`config.mk`:
```
export PLATFORM = sky130hd
export DESIGN_NAME = button_gesture_recognizer
export DESIGN_NICKNAME = d
export VERILOG_FILES = /design/src/rtl/core/bgr_pkg.sv /design/src/rtl/core/bgr_cfg.sv /design/src/rtl/core/bgr_fsm.sv /design/src/rtl/core/button_gesture_recognizer.sv
export SDC_FILE = /design/constraint.sdc
export NUM_CORES = 1
export LEC_CHECK = 0
export BUFFER_PORTS_ARGS = -buffer_cell sky130_fd_sc_hd__buf_2
export CAP_MARGIN = 20
export CORE_MARGIN = 5
export CORE_UTILIZATION = 45
export CTS_BUF_LIST = sky130_fd_sc_hd__clkbuf_4
export DETAILED_ROUTE_END_ITERATION = 12
export SYNTH_ARGS = -nofsm -noshare
export SYNTH_HDL_FRONTEND = slang
export SYNTH_HIERARCHICAL = 1
export SYNTH_SLANG_ARGS = --single-unit
```
`constraint.sdc`:
```
create_clock -name i_clk -period 9.89 [get_ports i_clk]
set_input_delay 0.4945 -clock i_clk [delete_from_list [all_inputs] [get_ports i_clk]]
set_output_delay 0.4945 -clock i_clk [all_outputs]
set_load 0.1 [all_outputs]
```
`src/rtl/core/bgr_pkg.sv`:
```
`timescale 1ns / 1ps
`default_nettype none
// ----------------------------------------------------------------------------
// bgr_pkg
// Shared types, codes and reset values of the button gesture recognizer.
// ----------------------------------------------------------------------------
package bgr_pkg;

    localparam int TIME_W  = 32;
    localparam int CFG_W   = 16;
    localparam int OP_W    = 2;
    localparam int GEST_W  = 3;
    localparam int MODE_W  = 2;
    localparam int CIDX_W  = 3;

    // item kinds
    localparam logic [OP_W-1:0] OP_TICK    = 2'd0;
    localparam logic [OP_W-1:0] OP_PRESS   = 2'd1;
    localparam logic [OP_W-1:0] OP_RELEASE = 2'd2;

    // gesture codes
    localparam logic [GEST_W-1:0] G_CLICK      = 3'd0;
    localparam logic [GEST_W-1:0] G_DOUBLE     = 3'd1;
    localparam logic [GEST_W-1:0] G_LONG_START = 3'd2;
    localparam logic [GEST_W-1:0] G_LONG_END   = 3'd3;
    localparam logic [GEST_W-1:0] G_REPEAT     = 3'd4;

    // button modes
    localparam logic [MODE_W-1:0] MODE_IDLE    = 2'd0;
    localparam logic [MODE_W-1:0] MODE_PENDING = 2'd1;
    localparam logic [MODE_W-1:0] MODE_WAIT    = 2'd2;
    localparam logic [MODE_W-1:0] MODE_LONG    = 2'd3;

    // register indexes
    localparam logic [CIDX_W-1:0] CFG_CLICK_MAX   = 3'd0;
    localparam logic [CIDX_W-1:0] CFG_DBL_WINDOW  = 3'd1;
    localparam logic [CIDX_W-1:0] CFG_LONG_TIME   = 3'd2;
    localparam logic [CIDX_W-1:0] CFG_REPEAT_INT  = 3'd3;
    localparam logic [CIDX_W-1:0] CFG_STEP_PERIOD = 3'd4;

    // register reset values
    localparam logic [CFG_W-1:0] RST_CLICK_MAX   = 16'd400;
    localparam logic [CFG_W-1:0] RST_DBL_WINDOW  = 16'd400;
    localparam logic [CFG_W-1:0] RST_LONG_TIME   = 16'd800;
    localparam logic [CFG_W-1:0] RST_REPEAT_INT  = 16'd100;
    localparam logic [CFG_W-1:0] RST_STEP_PERIOD = 16'd20;

    typedef struct packed {
        logic [CFG_W-1:0] click_max_time;
        logic [CFG_W-1:0] double_click_window;
        logic [CFG_W-1:0] long_press_time;
        logic [CFG_W-1:0] repeat_interval;
        logic [CFG_W-1:0] step_period;
    } t_cfg;

    typedef struct packed {
        logic              valid;
        logic [GEST_W-1:0] gesture;
        logic [TIME_W-1:0] stamp_ms;
        logic [TIME_W-1:0] hold_ms;
    } t_result;

endpackage
`default_nettype wire

```
`src/rtl/core/bgr_cfg.sv`:
```
`timescale 1ns / 1ps
`default_nettype none
// ----------------------------------------------------------------------------
// bgr_cfg
// Timing setting registers, written through a plain write port.
// ----------------------------------------------------------------------------
module bgr_cfg (
    input  wire                         i_clk,
    input  wire                         i_rst_n,
    input  wire                         i_cfg_wr_en,
    input  wire  [bgr_pkg::CIDX_W-1:0]  i_cfg_index,
    input  wire  [bgr_pkg::CFG_W-1:0]   i_cfg_wdata,
    output bgr_pkg::t_cfg               o_cfg
);
    import bgr_pkg::*;

    t_cfg r_cfg;

    always_ff @(posedge i_clk) begin
        if (!i_rst_n) begin
            r_cfg.click_max_time      <= RST_CLICK_MAX;
            r_cfg.double_click_window <= RST_DBL_WINDOW;
            r_cfg.long_press_time     <= RST_LONG_TIME;
            r_cfg.repeat_interval     <= RST_REPEAT_INT;
            r_cfg.step_period         <= RST_STEP_PERIOD;
        end else if (i_cfg_wr_en) begin
            unique case (i_cfg_index)
                CFG_CLICK_MAX:   r_cfg.click_max_time      <= i_cfg_wdata;
                CFG_DBL_WINDOW:  r_cfg.double_click_window <= i_cfg_wdata;
                CFG_LONG_TIME:   r_cfg.long_press_time     <= i_cfg_wdata;
                CFG_REPEAT_INT:  r_cfg.repeat_interval     <= i_cfg_wdata;
                CFG_STEP_PERIOD: r_cfg.step_period         <= i_cfg_wdata;
                default: ;
            endcase
        end
    end

    assign o_cfg = r_cfg;

endmodule
`default_nettype wire

```
`src/rtl/core/bgr_fsm.sv`:
```
`timescale 1ns / 1ps
`default_nettype none
// ----------------------------------------------------------------------------
// bgr_fsm
// Button mode and stored times; decides the gesture for the registered word.
// ----------------------------------------------------------------------------
module bgr_fsm (
    input  wire                         i_clk,
    input  wire                         i_rst_n,
    input  wire                         i_adv,
    input  wire  [bgr_pkg::OP_W-1:0]    i_op,
    input  wire  [bgr_pkg::TIME_W-1:0]  i_time,
    input  bgr_pkg::t_cfg               i_cfg,
    output bgr_pkg::t_result            o_res
);
    import bgr_pkg::*;

    logic [MODE_W-1:0] r_mode,         n_mode;
    logic [TIME_W-1:0] r_press_time,   n_press_time;
    logic [TIME_W-1:0] r_release_time, n_release_time;
    logic [TIME_W-1:0] r_repeat_time,  n_repeat_time;
    logic [TIME_W-1:0] r_step_time,    n_step_time;

    logic [TIME_W-1:0] d_step, d_press, d_release, d_repeat;
    t_result           res;

    // all differences wrap modulo 2^32
    assign d_step    = i_time - r_step_time;
    assign d_press   = i_time - r_press_time;
    assign d_release = i_time - r_release_time;
    assign d_repeat  = i_time - r_repeat_time;

    always_comb begin
        n_mode         = r_mode;
        n_press_time   = r_press_time;
        n_release_time = r_release_time;
        n_repeat_time  = r_repeat_time;
        n_step_time    = r_step_time;
        res.valid      = 1'b0;
        res.gesture    = G_CLICK;
        res.stamp_ms   = i_time;
        res.hold_ms    = '0;
        unique case (i_op)
            OP_TICK: begin
                if (d_step >= {{(TIME_W-CFG_W){1'b0}}, i_cfg.step_period}) begin
                    n_step_time = i_time;
                    unique case (r_mode)
                        MODE_PENDING: begin
                            if (d_press >= {{(TIME_W-CFG_W){1'b0}}, i_cfg.long_press_time}) begin
                                res.valid     = 1'b1;
                                res.gesture   = G_LONG_START;
                                n_repeat_time = i_time;
                                n_mode        = MODE_LONG;
                            end
                        end
                        MODE_WAIT: begin
                            if (d_release >
                                {{(TIME_W-CFG_W){1'b0}}, i_cfg.double_click_window}) begin
                                res.valid   = 1'b1;
                                res.gesture = G_CLICK;
                                n_mode      = MODE_IDLE;
                            end
                        end
                        MODE_LONG: begin
                            if (d_repeat >= {{(TIME_W-CFG_W){1'b0}}, i_cfg.repeat_interval}) begin
                                res.valid     = 1'b1;
                                res.gesture   = G_REPEAT;
                                res.hold_ms   = d_press;
                                n_repeat_time = i_time;
                            end
                        end
                        default: ;
                    endcase
                end
            end
            OP_PRESS: begin
                if (r_mode == MODE_IDLE) begin
                    n_press_time = i_time;
                    n_mode       = MODE_PENDING;
                end else if (r_mode == MODE_WAIT) begin
                    // a late second press drops the click
                    if (d_release <= {{(TIME_W-CFG_W){1'b0}}, i_cfg.double_click_window}) begin
                        res.valid   = 1'b1;
                        res.gesture = G_DOUBLE;
                    end
                    n_mode = MODE_IDLE;
                end
            end
            OP_RELEASE: begin
                if (r_mode == MODE_PENDING) begin
                    if (d_press <= {{(TIME_W-CFG_W){1'b0}}, i_cfg.click_max_time}) begin
                        n_release_time = i_time;
                        n_mode         = MODE_WAIT;
                    end else begin
                        n_mode = MODE_IDLE;
                    end
                end else if (r_mode == MODE_LONG) begin
                    res.valid   = 1'b1;
                    res.gesture = G_LONG_END;
                    res.hold_ms = d_press;
                    n_mode      = MODE_IDLE;
                end
            end
            default: ;
        endcase
    end

    always_ff @(posedge i_clk) begin
        if (!i_rst_n) begin
            r_mode         <= MODE_IDLE;
            r_press_time   <= '0;
            r_release_time <= '0;
            r_repeat_time  <= '0;
            r_step_time    <= '0;
        end else if (i_adv) begin
            r_mode         <= n_mode;
            r_press_time   <= n_press_time;
            r_release_time <= n_release_time;
            r_repeat_time  <= n_repeat_time;
            r_step_time    <= n_step_time;
        end
    end

    assign o_res = res;

    a_long_start_enters_long: assert property (@(posedge i_clk) disable iff (!i_rst_n)
        (i_adv && res.valid && res.gesture == G_LONG_START) |=> (r_mode == MODE_LONG))
        else $error("long start without entering long mode");

    a_end_or_double_goes_idle: assert property (@(posedge i_clk) disable iff (!i_rst_n)
        (i_adv && res.valid && (res.gesture == G_LONG_END || res.gesture == G_DOUBLE))
        |=> (r_mode == MODE_IDLE))
        else $error("mode not idle after long end or double click");

    a_hold_state_when_stalled: assert property (@(posedge i_clk) disable iff (!i_rst_n)
        !i_adv |=> ($stable(r_mode) && $stable(r_step_time) && $stable(r_press_time)))
        else $error("state moved without an advancing word");

    a_step_time_only_on_tick: assert property (@(posedge i_clk) disable iff (!i_rst_n)
        (i_adv && i_op != OP_TICK) |=> $stable(r_step_time))
        else $error("step time changed on a button event");

endmodule
`default_nettype wire

```
`src/rtl/core/button_gesture_recognizer.sv`:
```
`timescale 1ns / 1ps
`default_nettype none
// ----------------------------------------------------------------------------
// button_gesture_recognizer
// Turns press, release and tick words into click, double click, long start,
// repeat and long end gestures.
//
// Input stream: tuser carries the kind (tick, press, release), tdata the
// millisecond timestamp. Output stream: tuser carries the gesture code,
// tdata the gesture timestamp and the hold time. Timing settings are to be
// written by the user through the plain write port only while no word is in
// flight; the block itself does not enforce this. An accepted word passes
// through the input register and then the result register, which offers
// its result to the output. Throughput: one word per cycle while the receiver
// does not stall; each word is decided in a single pass against the stored
// mode and times. Words that cause no gesture leave no output word.
// Reset clears the mode, stored times and both stages, and loads the default
// settings. When the receiver stalls, the result register holds and the
// input register keeps taking one more word; after that tready drops until
// the result is taken.
// ----------------------------------------------------------------------------
module button_gesture_recognizer (
    input  wire                               i_clk,
    input  wire                               i_rst_n,
    // input stream
    input  wire                               i_s_axis_tvalid,
    output logic                              o_s_axis_tready,
    input  wire  [bgr_pkg::TIME_W-1:0]        i_s_axis_tdata,  // [31:0] time_ms
    input  wire  [bgr_pkg::OP_W-1:0]          i_s_axis_tuser,  // [1:0] op
    // output stream
    output logic                              o_m_axis_tvalid,
    input  wire                               i_m_axis_tready,
    output logic [2*bgr_pkg::TIME_W-1:0]      o_m_axis_tdata,  // [31:0] stamp_ms, [63:32] hold_ms
    output logic [bgr_pkg::GEST_W-1:0]        o_m_axis_tuser,  // [2:0] gesture
    // settings write port
    input  wire                               i_cfg_wr_en,
    input  wire  [bgr_pkg::CIDX_W-1:0]        i_cfg_index,
    input  wire  [bgr_pkg::CFG_W-1:0]         i_cfg_wdata
);
    import bgr_pkg::*;

    t_cfg              cfg;
    t_result           res;
    logic              adv;

    logic              r_in_valid;
    logic [OP_W-1:0]   r_in_op;
    logic [TIME_W-1:0] r_in_time;

    logic              r_out_valid;
    logic [GEST_W-1:0] r_out_gesture;
    logic [TIME_W-1:0] r_out_stamp;
    logic [TIME_W-1:0] r_out_hold;

    bgr_cfg u_cfg (
        .i_clk       (i_clk),
        .i_rst_n     (i_rst_n),
        .i_cfg_wr_en (i_cfg_wr_en),
        .i_cfg_index (i_cfg_index),
        .i_cfg_wdata (i_cfg_wdata),
        .o_cfg       (cfg)
    );

    bgr_fsm u_fsm (
        .i_clk   (i_clk),
        .i_rst_n (i_rst_n),
        .i_adv   (adv),
        .i_op    (r_in_op),
        .i_time  (r_in_time),
        .i_cfg   (cfg),
        .o_res   (res)
    );

    // registered word moves on once the result slot is free or being emptied
    assign adv             = r_in_valid && (!r_out_valid || i_m_axis_tready);
    assign o_s_axis_tready = !r_in_valid || adv;

    always_ff @(posedge i_clk) begin
        if (!i_rst_n) begin
            r_in_valid <= 1'b0;
        end else if (o_s_axis_tready) begin
            r_in_valid <= i_s_axis_tvalid;
        end
    end

    always_ff @(posedge i_clk) begin
        if (o_s_axis_tready && i_s_axis_tvalid) begin
            r_in_op   <= i_s_axis_tuser;
            r_in_time <= i_s_axis_tdata;
        end
    end

    always_ff @(posedge i_clk) begin
        if (!i_rst_n) begin
            r_out_valid <= 1'b0;
        end else if (adv) begin
            r_out_valid <= res.valid;
        end else if (i_m_axis_tready) begin
            r_out_valid <= 1'b0;
        end
    end

    always_ff @(posedge i_clk) begin
        if (adv && res.valid) begin
            r_out_gesture <= res.gesture;
            r_out_stamp   <= res.stamp_ms;
            r_out_hold    <= res.hold_ms;
        end
    end

    assign o_m_axis_tvalid = r_out_valid;
    assign o_m_axis_tdata  = {r_out_hold, r_out_stamp};
    assign o_m_axis_tuser  = r_out_gesture;

endmodule
`default_nettype wire
```
==> flow_metrics.py <==
metrics = {
    "status": {
        "status": "complete, no violations",
    },
    "logic_synthesis": {
        "synth_common_cells": "nand2_1 (364), inv_1 (237), dfxtp_1 (212), ha_1 (209), a21oi_1 (178)",
        "syn_area_per_cell_um2": 8.565,
        "yosys.area.top_type": "dfxtp_1",
        "synth_top_area_share_pct": 18.89,
        "synth.distinct_cells": 92,
        "synth_seq_cells": 313,
        "synth_edf_count": 101,
        "syn_area_um2": 22470,
        "yosys_warnings": 6,
        "synthCells": 2623,
        "ys_async_sr_fraction_pct": 0,
        "ys_top_cells_by_area": "dfxtp_1 (19%), edfxtp_1 (13%), ha_1 (12%), nand2_1 (6.1%), mux2i_1 (5.3%)",
        "syn_nets": 2894,
        "synth.most_common_cell": "nand2_1",
        "synth_ff_type": "dfxtp_1",
        "ys_seq_area_share_pct": 32.39,
    },
    "timing": {
        "fin_setup_tns_ns": 0,
        "rsz0062_at_grt": "false",
        "maxSlewViolCount": 0,
        "tightest_slew_ns": 1.153,
        "relSlewSlack_pct": 22.06,
        "min_period_over_period_pct": 69.76,
        "hold_viol": 0,
        "clock.fmax_mhz": 144.9,
        "setup_violations": 0,
        "timing.hold.ws_ns": 0.1117,
        "fin_worst_skew_ns": 0.04260,
        "min_period_ns": 6.899,
    },
    "floorplan": {
        "rows": 81,
        "initial_core_util_pct": 45.71,
        "io-pin-count": 127,
        "dieWidth_um": 233.4,
        "core_um2": 49150,
        "die_area_um2": 54490,
        "die_y_um": 233.4,
    },
    "critical_path": {
        "crit_family": "compound AO/OA/AOI/OAI gates",
        "r2r_start": "r_in_time[0]",
        "cp.depth": 23,
        "start_kind": "flop",
        "end_kind": "flop",
        "crit_path_cell_trace": "inv_1 -> ha_1 -> inv_1 -> fa_1 -> a211oi_1 -> o21bai_1 -> a22oi_2 -> a311oi_1 -> a21o_1 -> a21oi_1 -> xnor2_1 -> ha_1 -> nand4_1 -> or3_1 -> o2111ai_1 -> a2111oi_4 -> a41oi_2 -> buf_4 -> nand2b_1 -> o32ai_1 -> nand2_1 -> nor2_4 -> buf_4",
        "critPathRequiredTime_ns": 10.33,
        "crit_path_top_delay_cell": "nor2_4",
        "critPathMaxFanout": 42,
        "rr_worst_depth": 23,
        "cp_data_arrival_time_ns": 7.34,
        "path_class": "reg -> reg",
        "r2r-end": "r_out_hold[13]",
        "startpoint": "r_in_time[0]",
        "critPathMaxStageDelay_ns": 0.68,
        "r2r_slack_ns": 2.99,
        "cp.buffers_inverters": 4,
    },
    "placed_design": {
        "numPortBuffers": 126,
        "dp_cells": 3296,
        "gp_congestion": 0.9643,
        "placed_cell_area_um2": 23440,
        "dpl.hpwl_um": 51440,
    },
    "run": {
        "cap_violations": 0,
    },
    "route": {
        "viasPerCell": 5.763,
        "drt_iter0_markers": 1457,
        "post_drt_wl_per_cell_um": 20.16,
        "firstDrtPassIters": 6,
        "wl_um": 70730,
        "drc_errors": 0,
        "vias": 20222,
        "detail-route-antenna-nets": 0,
    },
    "cells_and_area": {
        "nFillCells": 4669,
        "fin_util_pct": 51.01,
        "fin_nets": 3038,
        "layout-drive-gt1-share_pct": 12.50,
        "area_growth_pct": 11.60,
        "stdcell_count": 3509,
        "design_area_um2": 25070,
    },
    "min_path": {
        "hp-class": "in -> reg",
        "hp-start": "i_cfg_wdata[0]",
        "min_to": "u_cfg/o_cfg[32]",
        "hold_path_depth": 3,
    },
    "cts": {
        "cts-root-buf": "clkbuf_4",
        "h-tree-depth": 3,
        "cts_buffer_depth": 3,
        "cts_buffers": 89,
        "cts_resized": 0,
        "cts_setup_buffers": 0,
        "cts.clk_slew.worst_paths_ns": 0.07,
        "cts_tree": "yes",
        "cts.sinks": 313,
        "clock_latency_ns": 0.83,
    },
    "power": {
        "vdd_ir_drop_max_v": 0.00006722,
        "p_leak_nw": 9.940,
        "p_per_area_nw_per_um2": 134.0,
    },
    "global_route": {
        "antenna_found_initial": 2,
        "grt_use_total_pct": 25.28,
        "grt_max_degree": 122,
        "overflow": 0,
        "grt_pass1_wl_um": 108100,
        "grt_pass1_vias": 19934,
    },
}
[flip-flops by register name, indices dropped and copies added (netlist names)]
| signal | cells |
|---|---|
| r_in_time | 32 |
| o_m_axis_tvalid | 1 |
| u_cfg/o_cfg | 80 |
| u_fsm/r_mode | 2 |
| r_in_op | 2 |
| r_in_valid | 1 |
| u_fsm/r_release_time | 32 |
| u_fsm/r_step_time | 32 |
| r_out_hold | 32 |
| u_fsm/r_press_time | 32 |
| r_out_stamp | 32 |
| u_fsm/r_repeat_time | 32 |
| o_m_axis_tuser | 3 |
[stage by stage]
step	power [mW]	worst slack, ns
final	3.359	2.991
after floorplan	1.910	2.153
after CTS	3.396	2.978
after global placement	2.093	3.133
after global routing	3.548	2.501
after detailed placement	2.107	3.013
[worst register-to-register path: stages, from the launching register on]
cell	delay [ns]
edfxtp_1	0.49
inv_1	0.20
ha_1	0.19
inv_1	0.06
fa_1	0.44
a211oi_1	0.27
o21bai_1	0.16
a22oi_2	0.40
a311oi_1	0.25
a21o_1	0.22
a21oi_1	0.16
xnor2_1	0.08
ha_1	0.29
nand4_1	0.11
or3_1	0.39
o2111ai_1	0.36
a2111oi_4	0.07
a41oi_2	0.23
buf_4	0.42
nand2b_1	0.11
o32ai_1	0.13
nand2_1	0.14
nor2_4	0.68
buf_4	0.63
[area by class of cell]
| cell class | count | area, um^2 | share of cell area, % |
|---|---|---|---|
| sequential | 313 | 7277 | 29.02 |
| timing repair buffer | 207 | 1383 | 5.514 |
| clock inverter | 24 | 126.4 | 0.5040 |
| tap | 664 | 830.8 | 3.314 |
| antenna | 5 | 12.51 | 0.04990 |
| multi-input combinational | 1919 | 13500 | 53.86 |
| clock buffer | 140 | 1051 | 4.192 |
| inverter | 237 | 889.6 | 3.548 |
[layout by cell type (no fill, tap or decap), drive strengths merged, types with 33 or more instances in the layout]
master | netlist | routed
nand2 | 364 | 364
inv | 237 | 239
dfxtp | 212 | 212
ha | 209 | 209
a21oi | 185 | 185
buf | 77 | 163
clkbuf | 77 | 140
mux2i | 119 | 119
nor2 | 118 | 118
edfxtp | 101 | 101
nor2b | 86 | 86
o21ai | 84 | 84
a21boi | 75 | 75
a21o | 72 | 72
xnor2 | 48 | 48
nand3 | 47 | 47
dlygate4sd3 | 0 | 44
nor3 | 42 | 42
a221o | 35 | 35
a41o | 35 | 35
o21a | 33 | 33
nand4 | 33 | 33
[cell families after synthesis]
| kind of cell | count (synthesis) | share of synthesized area, % |
|---|---|---|
| buf+inv | 391 | 7.752 |
| compound gates | 699 | 22.14 |
| fa+ha+maj | 213 | 12.00 |
| xor+xnor | 79 | 3.080 |
| mux | 123 | 5.502 |
| flops | 313 | 32.39 |
| simple gates | 805 | 17.14 |
[layer usage]
layer  track usage [%]  vias to the layer above  share of wire [%]
li1                  -                     9719                  -
met1             31.47                     9614                 42
met2             41.90                      709                 47
met3             5.008                      180                6.0
met4             12.52                        0                4.8
met5                 0                        -                  0
[what timing repair did]
action | in CTS | in global routing
endpoints found under the setup margin | 0 | 0
endpoints found under the hold margin | 55 | 0
hold buffers | 44 | 0
[how the worst max path moves through the flow]
stage                                    endpoint  slack, ns
after floorplan                 o_m_axis_tuser[0]       2.15
after global placement    u_fsm/r_repeat_time[23]       3.13
after detailed placement           r_out_stamp[5]       3.01
after CTS                          r_out_hold[15]       2.98
after global routing               r_out_hold[15]       2.50
final                              r_out_hold[13]       2.99
[power by group]
| part | internal (mW) | switching, mW |
|---|---|---|
| Clock | 0.667 | 0.587 |
| Combinational | 0.278 | 0.448 |
| Sequential | 1.35 | 0.0274 |
No activity file was read; power rests on OpenSTA's default activity.
